`src/sv/y2r_pkg.sv`:
```
// ----------------------------------------------------------------------------
// y2r_pkg
// Types, coefficients and the channel clamp shared by the YUV411 converter.
// ----------------------------------------------------------------------------
package y2r_pkg;

    localparam int FRAC_BITS = 20;
    localparam int PROD_W    = 30;
    localparam int OFF_W     = 11;

    localparam logic signed [21:0] COEF_RV = 22'sd1437288;
    localparam logic signed [21:0] COEF_GV = 22'sd731907;
    localparam logic signed [21:0] COEF_GU = 22'sd354034;
    localparam logic signed [21:0] COEF_BU = 22'sd1816601;

    typedef struct packed {
        logic [7:0] u;
        logic [7:0] y_a;
        logic [7:0] y_b;
        logic [7:0] v;
        logic [7:0] y_c;
        logic [7:0] y_d;
    } y2r_in_t;

    typedef struct packed {
        logic [7:0] red_a;
        logic [7:0] green_a;
        logic [7:0] blue_a;
        logic [7:0] red_b;
        logic [7:0] green_b;
        logic [7:0] blue_b;
        logic [7:0] red_c;
        logic [7:0] green_c;
        logic [7:0] blue_c;
        logic [7:0] red_d;
        logic [7:0] green_d;
        logic [7:0] blue_d;
    } y2r_out_t;

    typedef struct packed {
        logic [7:0] y_a;
        logic [7:0] y_b;
        logic [7:0] y_c;
        logic [7:0] y_d;
    } y2r_luma_t;

    // Integer parts of the chroma terms, floored, plus the luma that goes with them.
    typedef struct packed {
        logic signed [OFF_W-1:0] r_off;
        logic signed [OFF_W-1:0] g_off;
        logic signed [OFF_W-1:0] b_off;
        y2r_luma_t               luma;
    } y2r_chroma_t;

    // Luma is an exact integer, so flooring the sum equals luma plus the floored offset.
    function automatic logic [7:0] clamp_channel(input logic [7:0] luma,
                                                 input logic signed [OFF_W-1:0] off);
        logic signed [OFF_W:0] sum;
        logic [7:0]            res;
        sum = signed'({{(OFF_W-7){1'b0}}, luma}) + signed'({off[OFF_W-1], off});
        if (sum[OFF_W])
        begin
            res = 8'd0;
        end
        else if (sum[OFF_W-1:8] != '0)
        begin
            res = 8'd255;
        end
        else
        begin
            res = sum[7:0];
        end
        return res;
    endfunction

endpackage

```
`src/sv/y2r_in_if.sv`:
```
// ----------------------------------------------------------------------------
// y2r_in_if
// Valid/ready channel that carries one packed UYYVYY group per word.
// ----------------------------------------------------------------------------
interface y2r_in_if
    import y2r_pkg::*;
();
    logic    valid;
    logic    ready;
    y2r_in_t data;

    modport source (output valid, output data, input ready);
    modport sink (input valid, input data, output ready);
endinterface

```
`src/sv/y2r_out_if.sv`:
```
// ----------------------------------------------------------------------------
// y2r_out_if
// Valid/ready channel that carries four RGB24 pixels per word.
// ----------------------------------------------------------------------------
interface y2r_out_if
    import y2r_pkg::*;
();
    logic     valid;
    logic     ready;
    y2r_out_t data;

    modport source (output valid, output data, input ready);
    modport sink (input valid, input data, output ready);
endinterface

```
`src/sv/yuv411_to_rgb24_converter_core.sv`:
```
// ----------------------------------------------------------------------------
// yuv411_to_rgb24_converter_core
// Converts one UYYVYY group per word into four clamped RGB24 pixels.
// ----------------------------------------------------------------------------
// An accepted input word passes through the chroma product, offset and pixel registers to the output word.
// Throughput is one word per cycle while the output word is not held; the three stages advance together.
// When the output word is held, the stages stall and the input is not ready.
// Reset clears the valid bits of all stages; the data registers keep their value.
module yuv411_to_rgb24_converter_core
    import y2r_pkg::*;
(
    input logic clk,
    input logic rst_n,
    y2r_in_if.sink    yuv,
    y2r_out_if.source rgb
);

    logic        en;
    logic        chr_valid;
    y2r_chroma_t chr_data;
    logic        out_valid_reg;
    y2r_out_t    out_data;

    assign en        = !out_valid_reg || rgb.ready;
    assign yuv.ready = en;

    y2r_chroma u_chroma (
        .clk       (clk),
        .rst_n     (rst_n),
        .en        (en),
        .in_valid  (yuv.valid),
        .in_data   (yuv.data),
        .out_valid (chr_valid),
        .out_data  (chr_data)
    );

    y2r_pixel u_pixel_a (
        .clk   (clk),
        .en    (en),
        .luma  (chr_data.luma.y_a),
        .r_off (chr_data.r_off),
        .g_off (chr_data.g_off),
        .b_off (chr_data.b_off),
        .red   (out_data.red_a),
        .green (out_data.green_a),
        .blue  (out_data.blue_a)
    );

    y2r_pixel u_pixel_b (
        .clk   (clk),
        .en    (en),
        .luma  (chr_data.luma.y_b),
        .r_off (chr_data.r_off),
        .g_off (chr_data.g_off),
        .b_off (chr_data.b_off),
        .red   (out_data.red_b),
        .green (out_data.green_b),
        .blue  (out_data.blue_b)
    );

    y2r_pixel u_pixel_c (
        .clk   (clk),
        .en    (en),
        .luma  (chr_data.luma.y_c),
        .r_off (chr_data.r_off),
        .g_off (chr_data.g_off),
        .b_off (chr_data.b_off),
        .red   (out_data.red_c),
        .green (out_data.green_c),
        .blue  (out_data.blue_c)
    );

    y2r_pixel u_pixel_d (
        .clk   (clk),
        .en    (en),
        .luma  (chr_data.luma.y_d),
        .r_off (chr_data.r_off),
        .g_off (chr_data.g_off),
        .b_off (chr_data.b_off),
        .red   (out_data.red_d),
        .green (out_data.green_d),
        .blue  (out_data.blue_d)
    );

    always_ff @(posedge clk or negedge rst_n)
    begin
        if (!rst_n)
        begin
            out_valid_reg <= 1'b0;
        end
        else if (en)
        begin
            out_valid_reg <= chr_valid;
        end
    end

    assign rgb.valid = out_valid_reg;
    assign rgb.data  = out_data;

endmodule

```
`src/sv/y2r_chroma.sv`:
```
// ----------------------------------------------------------------------------
// y2r_chroma
// Two stages: chroma products, then the floored red, green and blue offsets.
// ----------------------------------------------------------------------------
module y2r_chroma
    import y2r_pkg::*;
(
    input  logic        clk,
    input  logic        rst_n,
    input  logic        en,
    input  logic        in_valid,
    input  y2r_in_t     in_data,
    output logic        out_valid,
    output y2r_chroma_t out_data
);

    logic signed [7:0]        cu;
    logic signed [7:0]        cv;
    logic signed [PROD_W-1:0] p_rv_next;
    logic signed [PROD_W-1:0] p_gv_next;
    logic signed [PROD_W-1:0] p_gu_next;
    logic signed [PROD_W-1:0] p_bu_next;
    logic signed [PROD_W-1:0] p_rv_reg;
    logic signed [PROD_W-1:0] p_gv_reg;
    logic signed [PROD_W-1:0] p_gu_reg;
    logic signed [PROD_W-1:0] p_bu_reg;
    y2r_luma_t                luma_reg;
    logic                     s1_valid_reg;
    logic signed [PROD_W:0]   g_sum;
    y2r_chroma_t              out_data_next;
    y2r_chroma_t              out_data_reg;
    logic                     out_valid_reg;

    // Subtracting 128 from a byte only flips its top bit.
    assign cu = signed'({~in_data.u[7], in_data.u[6:0]});
    assign cv = signed'({~in_data.v[7], in_data.v[6:0]});

    always_comb
    begin
        p_rv_next = PROD_W'(COEF_RV) * PROD_W'(cv);
        p_gv_next = PROD_W'(COEF_GV) * PROD_W'(cv);
        p_gu_next = PROD_W'(COEF_GU) * PROD_W'(cu);
        p_bu_next = PROD_W'(COEF_BU) * PROD_W'(cu);
    end

    always_comb
    begin
        g_sum = -(signed'({p_gv_reg[PROD_W-1], p_gv_reg})
                + signed'({p_gu_reg[PROD_W-1], p_gu_reg}));
        out_data_next.r_off = signed'({p_rv_reg[PROD_W-1], p_rv_reg[PROD_W-1:FRAC_BITS]});
        out_data_next.g_off = g_sum[PROD_W:FRAC_BITS];
        out_data_next.b_off = signed'({p_bu_reg[PROD_W-1], p_bu_reg[PROD_W-1:FRAC_BITS]});
        out_data_next.luma  = luma_reg;
    end

    always_ff @(posedge clk or negedge rst_n)
    begin
        if (!rst_n)
        begin
            s1_valid_reg  <= 1'b0;
            out_valid_reg <= 1'b0;
        end
        else if (en)
        begin
            s1_valid_reg  <= in_valid;
            out_valid_reg <= s1_valid_reg;
        end
    end

    always_ff @(posedge clk)
    begin
        if (en)
        begin
            p_rv_reg       <= p_rv_next;
            p_gv_reg       <= p_gv_next;
            p_gu_reg       <= p_gu_next;
            p_bu_reg       <= p_bu_next;
            luma_reg.y_a   <= in_data.y_a;
            luma_reg.y_b   <= in_data.y_b;
            luma_reg.y_c   <= in_data.y_c;
            luma_reg.y_d   <= in_data.y_d;
            out_data_reg   <= out_data_next;
        end
    end

    assign out_valid = out_valid_reg;
    assign out_data  = out_data_reg;

endmodule

```
`src/sv/y2r_pixel.sv`:
```
// ----------------------------------------------------------------------------
// y2r_pixel
// Adds the chroma offsets to one luma sample and clamps each channel.
// ----------------------------------------------------------------------------
module y2r_pixel
    import y2r_pkg::*;
(
    input  logic                    clk,
    input  logic                    en,
    input  logic [7:0]              luma,
    input  logic signed [OFF_W-1:0] r_off,
    input  logic signed [OFF_W-1:0] g_off,
    input  logic signed [OFF_W-1:0] b_off,
    output logic [7:0]              red,
    output logic [7:0]              green,
    output logic [7:0]              blue
);

    logic [7:0] red_reg;
    logic [7:0] green_reg;
    logic [7:0] blue_reg;

    always_ff @(posedge clk)
    begin
        if (en)
        begin
            red_reg   <= clamp_channel(luma, r_off);
            green_reg <= clamp_channel(luma, g_off);
            blue_reg  <= clamp_channel(luma, b_off);
        end
    end

    assign red   = red_reg;
    assign green = green_reg;
    assign blue  = blue_reg;

endmodule

```
`src/flat_wrapper.sv`:
```
// flat-port wrapper written by rule: the top's interface ports become plain ports
module yuv411_to_rgb24_converter_core_flat import y2r_pkg::*;
  (clk, rst_n, yuv_valid, yuv_data, yuv_ready, rgb_valid, rgb_data, rgb_ready);
  y2r_in_if yuv_i ();
  y2r_out_if rgb_i ();
  input logic clk;
  input logic rst_n;
  input wire logic [$bits(yuv_i.valid)-1:0] yuv_valid;
  input wire logic [$bits(yuv_i.data)-1:0] yuv_data;
  output wire logic [$bits(yuv_i.ready)-1:0] yuv_ready;
  output wire logic [$bits(rgb_i.valid)-1:0] rgb_valid;
  output wire logic [$bits(rgb_i.data)-1:0] rgb_data;
  input wire logic [$bits(rgb_i.ready)-1:0] rgb_ready;
  assign yuv_i.valid = yuv_valid;
  assign yuv_i.data = yuv_data;
  assign yuv_ready = yuv_i.ready;
  assign rgb_valid = rgb_i.valid;
  assign rgb_data = rgb_i.data;
  assign rgb_i.ready = rgb_ready;
  yuv411_to_rgb24_converter_core u_core (.clk(clk), .rst_n(rst_n), .yuv(yuv_i), .rgb(rgb_i));
endmodule
```
`config.mk`:
```
export PLATFORM = sky130hd
export DESIGN_NAME = yuv411_to_rgb24_converter_core_flat
export DESIGN_NICKNAME = d
export VERILOG_FILES = /design/src/sv/y2r_pkg.sv /design/src/sv/y2r_in_if.sv /design/src/sv/y2r_out_if.sv /design/src/sv/yuv411_to_rgb24_converter_core.sv /design/src/sv/y2r_chroma.sv /design/src/sv/y2r_pixel.sv /design/src/flat_wrapper.sv
export SDC_FILE = /design/constraint.sdc
export NUM_CORES = 1
export LEC_CHECK = 0
export BUFFER_PORTS_ARGS = -buffer_cell sky130_fd_sc_hd__buf_2
export CAP_MARGIN = 40
export CORE_AREA = 2 2 196 237
export DETAILED_ROUTE_END_ITERATION = 12
export DIE_AREA = 0 0 198 239
export PLACE_DENSITY = 0.82
export SYNTH_ARGS = -nofsm -noshare
export SYNTH_HDL_FRONTEND = slang
export SYNTH_HIERARCHICAL = 1
export SYNTH_SLANG_ARGS = --single-unit
```
`constraint.sdc`:
```
create_clock -name clk -period 3.7 [get_ports clk]
set_input_delay 0.74 -clock clk [delete_from_list [all_inputs] [get_ports clk]]
set_output_delay 0.74 -clock clk [all_outputs]
set_load 0.1 [all_outputs]
```
=== Yosys cells after proc, flatten, opt, wreduce, memory -nomap -nowiden ===
Cells that the tools add are included.

* Memories kept: 0
* Memory bits (read-only): 0
* Flip-flop bits (word level): 307
* Output and inout port bits: 98
* RAM bits: 0
* Bits in latches: 0

* Mux-type cells: 12
* Reductions and logical operators: 14
* Multipliers: 4
* Equal/unequal tests: 0
* Shift operators: 0
* Add/sub/neg operators: 14
* Magnitude comparators: 0
* Bitwise operators: 2
* Divide/modulo/power cells: 0

{| class="wikitable"
|+ Operator list
! operator !! number
|-
| $mux W8 || 12
|-
| $add A9 B10 Y11 || 8
|-
| $mul A19 B8 Y27 const A || 2
|-
| $add A9 B11 Y12 || 4
|-
| $reduce_bool A3 Y1 || 12
|-
| $neg A31 Y31 || 1
|-
| $add A29 B28 Y30 || 1
|-
| $mul A22 B8 Y30 const A || 1
|-
| $mul A21 B8 Y29 const A || 1
|-
| $not A1 Y1 || 2
|-
| $logic_not A1 Y1 || 1
|-
| $logic_or A1 B1 Y1 || 1
|}

=== Logic depth before layout (Yosys ltp) ===
Gate-level depths: netlist (run 1).

* Depth after elaboration: 3
* Depth in mapped cells: 20
* Mapped depth without buffers: 20

=== Cells and area by module ===
The synthesis (run 1) kept the hierarchy.

{| class="wikitable"
|+ Modules (own cells, without submodules)
! module !! times used !! area each (µm²) !! sequential area each (µm²) !! cells each
|-
| y2r_chroma || 1 || 16,185.5 || 5,185.0 || 1,478
|-
| y2r_pixel || 4 || 2,085.8 || 720.7 || 204
|-
| yuv411_to_rgb24_converter_core || 1 || 47.5 || 25.0 || 3
|}

=== Least setup slack after synthesis (run 1) ===
OpenSTA, ideal clock, no wires.

* Path kind: input port to flip-flop
* Start point: in yuv_data[47]
* End point: reg u_core.u_chroma.p_bu_reg[28] (data pin)
* Required time: 3.438 ns
* Stages on the path: 19
* Path buffers: 0
* Setup slack: -1.922 ns
* Arrival time: 5.360 ns
* Cells stage by stage: inv_1 -> fa_1 -> inv_1 -> fa_1 -> inv_1 -> fa_1 -> inv_1 -> fa_1 -> inv_1 -> ha_1 -> and3_1 -> nand3_1 -> a2111oi_0 -> o41a_1 -> o2111ai_1 -> a31oi_1 -> a31oi_1 -> and3_1 -> or2_2

* Word-level cells in the longest chain between the ends: 2

{| class="wikitable"
|+ Ends and longest elaborated chain
! item !! RTL line !! source
|-
| from (decl) || flat_wrapper.sv:9 || <nowiki>input wire logic [$bits(yuv_i.data)-1:0] yuv_data;</nowiki>
|-
| $not A1 Y1 || y2r_chroma.sv:35 || <nowiki>assign cu = signed'({~in_data.u[7], in_data.u[6:0]});</nowiki>
|-
| $mul A22 B8 Y30 || y2r_chroma.sv:43 || <nowiki>p_bu_next = PROD_W'(COEF_BU) * PROD_W'(cu);</nowiki>
|-
| net u_core.u_chroma.p_bu_next[28] || y2r_chroma.sv:22 || <nowiki>logic signed [PROD_W-1:0] p_bu_next;</nowiki>
|-
| to (signal assigned) || y2r_chroma.sv:77 || <nowiki>p_bu_reg <= p_bu_next;</nowiki>
|-
| to (decl) || y2r_chroma.sv:26 || <nowiki>logic signed [PROD_W-1:0] p_bu_reg;</nowiki>
|}

The timed path passes the listed nets, and every way through them passes these cells.
A chain may end at the register's enable or synchronous reset.

=== Final worst setup path (run 1) ===
Same ends and word-level chain as after synthesis.

==> results.md, run 1 <==
- The global-route wire length before repair is 103000 um.
- The share of synthesized area in the top cell type comes to 0.326.
- The final setup violation count is 51.
- The growth of design area from synthesis to finish is 24.1%.
- The post-synthesis average cell area is 10.7 um^2.
- The die width is 198 um.
- The depth of the worst register-to-register path is 11.
- The final count of hold timing violations is 0.
- Of the cells placed in the final design, the portion with a size suffix greater than 1 is 0.266.
- The number of primary I/O pins is 150.
- Across every metal layer, demand over resource in global routing totals 0.278.
- Across all layers, the routed design uses 19400 vias.
- The synthesis warning total is 6.
- Input and output buffers added on the ports amount to 149.
- The startpoint type of the worst setup path is an input port.
- The checks that failed: setup timing.
- Of the synthesized area, sequential elements account for 0.329.
- Dividing the detail-routed via count by the number of cells gives 5.67.
- The depth of the CTS H-tree is 1.
- The synthesized netlist contains 90 unique library cells.
- The clock passes through at most 3 buffers.
- The DRC violation total after the first TritonRoute iteration is 1199.
- The initial antenna violation count came to 0.
- The floorplan has 86 rows.
- The sink count of the clock tree is 270.
- The cell count of the worst hold path is 1.
- The flip-flop count of the largest register after layout is 63.
- The highest net fanout along the worst path is 2.
- At the worst endpoint, the arrival time is 5.14 ns.
- The routed design could run at a clock period as short as 4.84 ns.
- The launching element of the worst setup path is yuv_data[47].
- After clock tree synthesis, the clock-pin slew on the worst setup and hold paths is 0.06 ns.
- The launch point of the worst hold path is yuv_data[32].
- In this run, synthesis produced a sequential element count of 270.
- Ranked by instance count, the synthesized netlist is headed by ha_1, inv_1, edfxtp_1, a21oi_1, fa_1.
- Setup repair after global routing could not meet its margin everywhere.
- The repair_antennas step left the layout with diodes totalling 0.
- The most area-hungry cell type in the Yosys netlist is edfxtp_1.
- The number of nets in the synthesized netlist is 2861.
- The detailed-route wire length per cell is 19.3 um.
- The critical path class is in -> reg.
- The final net count is 3358.
- The post-layout worst setup margin is -1.14 ns.
- The finished layout holds 3428 standard cells, fillers aside.
- The portion of the clock cycle consumed by the worst path in the final layout is 1.31.
- The number of remaining DRC errors is 0.
- The via count of the first global-routing pass is 19800.
- Global routing finished with a remaining overflow of 0.
- The master cell of the clock root buffer is clkbuf_16.
- The wire-length estimate of the detail-placed layout is 52100 um.
- The final worst clock skew is 0.0190 ns.
- The tool flagged a number of max-cap violations equal to 0.
- Measured against its own limit, the worst slew margin works out to 0.342.
- At the worst endpoint, the required time is 4.00 ns.
- The tightest min-delay check is of the in -> reg type.
- The initial cell density of the core is 0.543.
- In this run the register-to-register setup slack is 0.13 ns.
- The CTS tree is built.
- The TritonCTS buffer count is 27.
- The die is 239 um tall.
- The final layout contains routed wiring with a total length of 66200 um.
- The most frequently used flop master after synthesis is edfxtp_1.
- In this run the cell area of the synthesized design comes to 0.0246 mm^2.
- The largest net degree at the start of global routing is 165.
- In this run the standard cell core region covers 0.0453 mm^2.
- At the pin with the least slew margin, the transition time is 0.987 ns.
- In the post-synthesis netlist, the biggest area contributors are edfxtp_1, ha_1, fa_1.
- At the end of routability-driven placement, the weighted congestion stood at 0.970.
- The area enclosed by the die boundary is 0.0473 mm^2.
- Counting flops with an async set or reset pin after synthesis yields a share of 0.0111.
- The beginning of the worst register-to-register path is u_core/u_chroma/p_bu_reg[2].
- The final number of max-transition violations is 0.
- The gate count after technology mapping is 2297.
- The number of enable flip-flop cells after synthesis is 267.
- Counting tap cells, the placed design contains a total of 3350 instances.
- The upper clock frequency limit is 0.207 GHz.
- The clock network latency to the later pin of the worst-skew pair is 0.56 ns.
- The endpoint of the most critical register-to-register path is u_core/u_chroma/out_data[52].
- The path with the worst hold slack has its endpoint at u_core/u_chroma/luma_reg[24].
- The worst setup path is captured at a flip-flop.
- The run finished, with violations left.
- The number of detailed-route iterations in the first pass is 7.
- The final antenna-violating net count is 0.
- The most common cell in the netlist is ha_1.
## timing repair
item	CTS	global route
resized for setup	95	83
endpoints found under the setup margin	56	61
hold buffers	1	0
pin swaps	68	68
hold endpoints to repair	3	0
setup buffers	27	17
## worst max path at each step
stage | to | slack, ns
2_1_floorplan | u_core/u_chroma/p_bu_reg[28] | -1.73
3_3_place_gp | u_core/u_chroma/p_bu_reg[28] | -1.65
3_5_place_dp | u_core/u_chroma/p_bu_reg[28] | -1.80
4_1_cts | u_core/u_chroma/p_bu_reg[28] | -1.01
5_1_grt | u_core/u_chroma/p_bu_reg[28] | -1.27
6_report | u_core/u_chroma/p_bu_reg[28] | -1.14
## layout make-up
class                   count  area (um^2)
clock inverters            16          251
repair buffers            484         3420
fillers                  3253        14800
flip-flops and latches    270         8090
multi-input cells        1669        16000
well taps                 616          771
inverters                 342         1300
clock buffers              31          691
## worst max-delay path, cell delays in order
cell,delay [ns]
buf_8,0.08
clkinvlp_4,0.10
fa_2,0.57
inv_2,0.05
fa_1,0.50
inv_1,0.05
fa_1,0.49
inv_2,0.04
fa_1,0.50
inv_2,0.05
ha_4,0.21
a21o_1,0.17
a21oi_2,0.13
nor2b_1,0.06
o41a_1,0.40
o2111ai_2,0.27
a31oi_4,0.15
a31oi_4,0.22
a21oi_1,0.11
or2_4,0.25
## routing by layer
layer,up-vias,track usage,part of all wire
met5,-,0,0
met4,0,0.138,0.058
met3,170,0.0296,0.040
met2,529,0.508,0.51
met1,9418,0.324,0.39
li1,9306,-,-
## layout by cell type, fill, tap and decap left out, types with 9 or more instances in the layout
master and instances:
xor2_1 51, o21ai_2 10, fa_1 137, o21ai_0 88
and3_1 20, a21oi_1 168, buf_2 145, edfxtp_1 267
and2_1 20, a21o_1 57, inv_1 322, o211ai_1 23
nor2_1 88, inv_2 16, ha_4 15, o21a_1 35
nand3_1 19, a21oi_2 25, buf_6 21, a2bb2oi_1 32
nand4_1 20, or3_1 9, clkbuf_16 27, xnor2_1 86
a31oi_1 9, ha_1 349, a211oi_1 23, o21bai_1 14
nor2b_1 15, nor3_1 14, nand2b_1 35, buf_4 310
o21ai_1 17, or2_2 10, nand2_1 63
## logic make-up (layout without fill, tap and decap cells)
kind of cell,after synthesis,count (layout),share of synthesized area
XOR/XNOR,140,140,0.0502
AO/OA/AOI/OAI,626,626,0.174
multiplexers,5,5,0.00219
adder cells (fa/ha/maj),512,512,0.304
buffers and inverters,358,873,0.0560
AND/OR/NAND/NOR,386,386,0.0847
flip-flops,270,270,0.329
## metrics by stage
stage	setup WS (ns)	setup TNS [ns]	hold slack [ns]	area [um^2]	util
after floorplan	-1.73	-48.45	0.400	24800	-
after CTS	-1.01	-27.48	0.328	30000	0.663
after detailed placement	-1.80	-67.50	0.405	28500	0.630
final	-1.14	-32.20	0.353	30500	0.673
after global routing	-1.27	-38.11	0.330	30500	0.673
after global placement	-1.65	-63.09	0.402	28500	0.629
Power of run 1 is not shown: default switching activity piles up to over one toggle a cycle in this logic, so the estimate is an artifact.
==> run 2: changes to the inputs <==
--- a/config.mk
+++ b/config.mk
@@ -5,12 +5,13 @@
 export SDC_FILE = /design/constraint.sdc
 export NUM_CORES = 1
 export LEC_CHECK = 0
+export ABC_AREA = 1
 export BUFFER_PORTS_ARGS = -buffer_cell sky130_fd_sc_hd__buf_2
 export CAP_MARGIN = 40
-export CORE_AREA = 2 2 196 237
+export CORE_AREA = 2 2 211 254
 export DETAILED_ROUTE_END_ITERATION = 12
-export DIE_AREA = 0 0 198 239
-export PLACE_DENSITY = 0.82
+export DIE_AREA = 0 0 213 256
+export PLACE_DENSITY = 0.81
 export SYNTH_ARGS = -nofsm -noshare
 export SYNTH_HDL_FRONTEND = slang
 export SYNTH_HIERARCHICAL = 1
==> results.md, run 2 <==
- In the detailed route, the total length drawn on met2 is 42800 um.
- The post-synthesis register bit count is 270.
- The number of remaining DRC errors is 0.
- Setup slack on the critical path of the routed design comes to -0.617 ns.
- 150 I/O pins were placed.
- The tool flagged a number of max-cap violations equal to 0.
- The combined area of all synthesized cells is 0.0284 mm^2.
- The met3 wirelength from detailed routing is 4720 um.
- The register with the most flip-flops in the layout has 63 of them.
- The top routing layer in use is met4.
- The HPWL after detailed placement is 61900 um.
- Of the cells placed in the final design, the portion with a size suffix greater than 1 is 0.214.
- The share of synthesized area in the top cell type comes to 0.283.
- Clock skew on the completed layout was measured at 0.0160 ns.
- The number of input and output port buffers inserted is 149.
- In this run the critical register-to-register path is captured at u_core/u_chroma/out_data[50].
- CTS saw 270 sinks.
- The number of nets in the synthesized netlist is 4223.
- Of all cell types, the one taking the most synthesized area is edfxtp_1.
- The startpoint identified for the worst hold timing path is yuv_data[27].
- The weighted congestion at the end of routability-driven global placement is 0.974.
- Subtracting the final worst setup slack from the clock period gives 4.32 ns.
- The worst slew slack as a fraction of its limit is 0.291.
- The die is 256 um tall.
- Measured in cells, the most critical reg-to-reg path has a length of 15.
- CTS built an H-tree with a depth of 1.
- The count of nets left with antenna violations once routing finished came out at 0.
- Once placement finished, the instance area stood at 0.0326 mm^2.
- The post-synthesis cell type count is 41.
- The final setup violation count is 54.
- The synthesis warning total is 6.
- Of the synthesized area, sequential elements account for 0.285.
- The final reports fail on setup timing.
- The cell count of the worst hold path is 1.
- The master cell of the clock root buffer is clkbuf_16.
- STA classifies the critical path endpoint as a flip-flop.
- The first global-routing pass estimated 127000 um of wire.
- The tightest min-delay check is of the in -> reg type.
- The number of enable flip-flop cells after synthesis is 267.
- The pre-antenna-repair detailed-routing pass consisted of 6 iterations.
- After clock tree synthesis, the clock-pin slew on the worst setup and hold paths is 0.08 ns.
- STA classifies the critical path startpoint as an input port.
- The total wirelength of the detailed-routed design is 86400 um.
- The initial cell density of the core is 0.544.
- The final-layout setup total negative slack is -19.98 ns.
- The finished layout holds 4906 standard cells, fillers aside.
- The TritonCTS buffer count is 30.
- The floorplan row count is 92.
- The CTS tree is built.
- The critical path class is in -> reg.
- The actual transition at the worst max-transition pin is 1.06 ns.
- The final antenna diode count is 0.
- The floorplan step defined a die boundary enclosing 0.0545 mm^2.
- The flow ran to the end, but the final reports show violations.
- The DRC violation total after the first TritonRoute iteration is 1894.
- The placed instance count is 4798.
- Setup repair after global routing could not meet its margin everywhere.
- The final net count is 4742.
- Dividing the final minimum period by the clock period gives 1.17.
- The clock passes through at most 3 buffers.
- In this run the horizontal extent of the chip is 213 um.
- Entering global routing, the biggest net connects 174 pins.
- Among all flip-flop cells after synthesis, the most frequent one is edfxtp_1.
- The count of vias placed by the detailed router is 26400.
- The initial antenna violation count is 0.
- The final count of hold timing violations is 0.
- The growth of design area from synthesis to finish is 24.7%.
- The library cell used most frequently in the layout, excluding fill and tap cells, is nand2_1.
- The total area inside the core boundary comes to 0.0521 mm^2.
- The final number of max-transition violations was 0.
- In the final routing, the length of wire on met1 measures 31600 um.
- Yosys attributes the largest share of cell area to edfxtp_1, ha_1, nand2_1.
- At the worst endpoint, the required time is 4.01 ns.
- The total routing resource utilization after global routing is 0.294.
- The clock network latency to the later pin of the worst-skew pair is 0.59 ns.
- The upper clock frequency limit is 0.232 GHz.
- The register-to-register setup slack is 0.59 ns.
- The post-synthesis average cell area is 7.75 um^2.
- Ranked by instance count, the synthesized netlist is headed by nand2_1, inv_1, ha_1, edfxtp_1, nor2_1.
- The data arrival time of the worst path is 4.63 ns.
- Fill cells in the final layout number 3973.
- In the layout the commonest cells are nand2_1, inv_1, ha_1, buf_4, edfxtp_1.
- The number of vias per cell is 5.38.
- The via count of the first global-routing pass was 25800.
- The post-layout instance area is 0.0354 mm^2.
- The detailed-route wire length per cell is 17.6 um.
- The fraction of registers with async set or reset after synthesis is 0.0111.
- The worst hold path terminates at u_core/u_chroma/luma_reg[19].
- Global routing finished with a remaining overflow of 0.
- The gate count after technology mapping is 3659.
- Along the worst path, the maximum fanout reaches 4.
- The most common cell in the netlist is nand2_1.
- The worst register-to-register path begins at u_core/u_chroma/p_gv_reg[1].
## run 2: worst max-delay path by stage
stage,from,end,cells past startpoint
2_1_floorplan,yuv_data[47],u_core/u_chroma/p_bu_reg[26],22
3_3_place_gp,yuv_data[47],u_core/u_chroma/p_gu_reg[25],21
3_5_place_dp,yuv_data[47],u_core/u_chroma/p_gu_reg[25],21
4_1_cts,yuv_data[47],u_core/u_chroma/p_bu_reg[26],23
5_1_grt,yuv_data[22],u_core/u_chroma/p_gv_reg[28],18
6_report,yuv_data[47],u_core/u_chroma/p_gu_reg[21],21
## run 2: through the flow
| step | util | setup WS, ns | hold slack, ns |
|---|---|---|---|
| final | 0.679 | -0.617 | 0.321 |
| after global routing | 0.679 | -0.637 | 0.312 |
| after CTS | 0.664 | -0.333 | 0.305 |
| after detailed placement | 0.624 | -1.17 | 0.405 |
| after global placement | 0.624 | -1.04 | 0.400 |
| after floorplan | - | -0.954 | 0.400 |
## run 2: metal layers
layer / track usage / vias up
met5: 0 / -
met1: 0.331 / 12100
met2: 0.525 / 1097
met4: 0.189 / 0
met3: 0.0318 / 430
li1: - / 12700
## run 2: what timing repair did
item,in CTS,in global routing
endpoints found under the hold margin,3,0
pin swaps,92,95
gates resized for setup,177,132
buffers inserted,43,34
hold buffers,1,0
setup endpoints to repair,51,53
## run 2: worst max-delay path, cell delays in order
cell and delay [ns]:
buf_8 0.08, clkinvlp_4 0.08, buf_4 0.14, buf_6 0.12, ha_4 0.26, inv_2 0.04, fa_1 0.51, inv_1 0.08
fa_1 0.55, inv_1 0.09, fa_1 0.53, inv_2 0.06, ha_4 0.25, a21oi_4 0.15, nand2_2 0.10, a21oi_4 0.20
inv_2 0.09, a21oi_4 0.21, buf_6 0.13, o21ai_2 0.05, xor2_1 0.15
## run 2: layout make-up
| class | count | area [um^2] | share of cell area |
|---|---|---|---|
| flip-flops and latches | 270 | 8090 | 0.229 |
| inverters | 802 | 3050 | 0.0862 |
| multi-input cells | 2585 | 18800 | 0.531 |
| well taps | 705 | 882 | 0.0249 |
| clock buffers | 31 | 776 | 0.0219 |
| repair buffers | 489 | 3540 | 0.100 |
| clock inverters | 24 | 269 | 0.00760 |
## run 2: kinds of logic (layout without fill, tap and decap cells)
group | after synthesis | after routing | share of synthesized area
flip-flops | 270 | 270 | 0.285
AND/OR/NAND/NOR | 1734 | 1734 | 0.266
XOR/XNOR | 99 | 99 | 0.0306
AO/OA/AOI/OAI | 240 | 240 | 0.0482
adder cells (fa/ha/maj) | 512 | 512 | 0.263
buffers and inverters | 804 | 1346 | 0.107
Power of run 2 is left out for the same reason.
==> run 3: changes to the inputs <==
--- a/config.mk
+++ b/config.mk
@@ -11,7 +11,7 @@
 export CORE_AREA = 2 2 211 254
 export DETAILED_ROUTE_END_ITERATION = 12
 export DIE_AREA = 0 0 213 256
-export PLACE_DENSITY = 0.81
+export PLACE_DENSITY = 0.84
 export SYNTH_ARGS = -nofsm -noshare
 export SYNTH_HDL_FRONTEND = slang
 export SYNTH_HIERARCHICAL = 1
==> constraint.sdc (replaced) <==
create_clock -name clk -period 3.9 [get_ports clk]
set_input_delay 0.78 -clock clk [delete_from_list [all_inputs] [get_ports clk]]
set_output_delay 0.78 -clock clk [all_outputs]
set_load 0.1 [all_outputs]
==> results.md, run 3 (synthesis results as in run 2) <==
- The via count of the first global-routing pass is 25200.
- In this run the register-to-register setup slack is 0.93 ns.
- The worst slew slack as a fraction of its limit is 0.422.
- The number of detailed-route iterations in the first pass is 6.
- The upper clock frequency limit is 0.229 GHz.
- The die is 256 um tall.
- STA puts the critical path data required time at 4.21 ns.
- The post-layout minimum cycle time is 4.37 ns.
- The number of input and output port buffers inserted is 149.
- The most common cell after layout, fill and taps aside is nand2_1.
- The register with the most flip-flops in the layout has 63 of them.
- In this run the worst path has a maximum fanout of 3.
- Once detailed placement completed, the half-perimeter wirelength came to 61500 um.
- The top cell types in the final layout, fill and taps aside, are nand2_1, inv_1, ha_1, buf_4, edfxtp_1.
- The detailed-route wire length per cell is 16.8 um.
- The final antenna diode count is 0.
- For this run, the total global-route usage over all layers was measured as 0.286.
- The largest net degree at the start of global routing is 109.
- The tree built by TritonCTS fans out to 270 sinks.
- The CTS tree is built.
- The clock passes through at most 3 buffers.
- The total wirelength of the detailed-routed design is 82000 um.
- After clock tree synthesis, the clock-pin slew on the worst setup and hold paths is 0.07 ns.
- The initial antenna violation count was 1.
- For this run, the share of the core covered by cells in the final layout is 0.666.
- The final count of hold timing violations was 0.
- The global-route wire length before repair is 123000 um.
- For this run, design rule violations remaining after detail routing come to 0.
- The smallest hold slack is 0.374 ns.
- Across the run, the number of max-cap violations was 0.
- The number of primary I/O pins is 150.
- In the routed layout, each cell is associated on average with a via count of 5.33.
- The area enclosed by the die boundary is 0.0545 mm^2.
- The fraction of final layout cells sized beyond drive strength 1 is 0.200.
- The detail route stage leaves a number of antenna-violating nets equal to 0.
- The worst register-to-register path begins at u_core/u_chroma/p_gv_reg[1].
- The worst setup path is launched from an input port.
- The final number of max-transition violations is 0.
- Setup repair after global routing could not meet its margin everywhere.
- The weighted congestion at the end of routability-driven global placement is 0.972.
- The count of vias placed by the detailed router is 26000.
- Of the available clock period, the critical path in the final layout requires 1.12.
- The data arrival time of the worst path is 4.67 ns.
- The DRC violation total after the first TritonRoute iteration is 1877.
- Clock skew on the completed layout was measured at 0.0172 ns.
- The most critical setup path has its startpoint at yuv_data[47].
- The worst hold path begins at yuv_data[11].
- The final setup violation count is 45.
- In this run the worst hold path is classified as in -> reg.
- In this run the number of H-tree levels came out at 1.
- The worst setup path is captured at a flip-flop.
- Relative to the synthesized area, the layout overhead comes to 22.4%.
- The die width is 213 um.
- For the pin with the worst max-slew slack, the measured transition is 0.866 ns.
- The post-layout worst setup margin is -0.468 ns.
- The TritonCTS buffer count is 30.
- The final reports fail on setup timing.
- At the later pin of the worst-skew pair, clock insertion delay measures 0.59 ns.
- The root buffer cell chosen for the clock tree is clkbuf_16.
- The critical path is of the in -> reg type.
- The flow ran to the end, but the final reports show violations.
- The final net count is 4708.
- The floorplan has 92 rows.
- Before CTS, the worst setup slack after placement is -1.01 ns.
- The total overflow left after global routing is 0.
- The total core area is 0.0521 mm^2.
- The initial utilization of the core area, before any placement, comes to 0.544.
==> run 3: cell types whose count changed in the layout (fill, tap and decap cells not counted), sizes merged <==
cell / delta
bufinv: -1
clkbuf: +3
inv: +2
buf: -34
clkinvlp: -4
==> run 3: worst max-delay path, stage by stage <==
cell,delay (ns)
buf_8,0.08
clkinvlp_4,0.08
buf_4,0.14
buf_4,0.14
buf_4,0.13
ha_4,0.15
buf_4,0.14
fa_2,0.60
inv_2,0.06
fa_2,0.37
fa_1,0.55
inv_2,0.06
ha_4,0.25
a21o_1,0.20
buf_4,0.16
a21oi_4,0.16
o21ai_2,0.09
a21oi_2,0.17
o211ai_1,0.13
xor2_1,0.19
==> run 3: final timing paths <==
kind	cells after the start	end
min reg2reg	0	u_core/u_chroma/out_data[54]
max reg2reg	19	u_core/u_chroma/out_data[48]
max in group asynchronous	2	u_core/u_chroma/out_valid
max	20	u_core/u_chroma/p_gu_reg[20]
min in group asynchronous	2	u_core/rgb.valid
min	1	u_core/u_chroma/luma_reg[11]
==> run 3: what timing repair did <==
item / CTS / global route
resized for setup: 90 / 152
hold buffers: 1 / 0
pin swaps: 62 / 94
endpoints found under the setup margin: 42 / 50
gates cloned: 0 / 0
hold endpoints to repair: 3 / 0
buffers inserted: 27 / 21
==> run 3: stage by stage <==
step / cell area, um^2 / cells / setup TNS (ns)
global placement: 32400 / 4776 / -33.84
CTS: 34000 / 4857 / -1.71
global route: 34700 / 4872 / -13.40
floorplan: 28800 / 3659 / -21.95
finish: 34700 / 4872 / -9.27
detailed placement: 32400 / 4776 / -36.64
==> run 3: final cells by class <==
cell class	count	area (um^2)
fillers	3976	17400
clock inverters	21	220
multi-input cells	2585	18500
inverters	802	3040
flip-flops and latches	270	8090
well taps	705	882
clock buffers	34	787
repair buffers	455	3200
==> run 3: routing by layer <==
metal,up-vias,track usage,part of all wire
li1,12700,-,-
met4,2,0.190,0.083
met5,-,0,0.00016
met3,402,0.0335,0.053
met2,980,0.512,0.50
met1,11900,0.315,0.37
Power of run 3 is left out for the same reason.
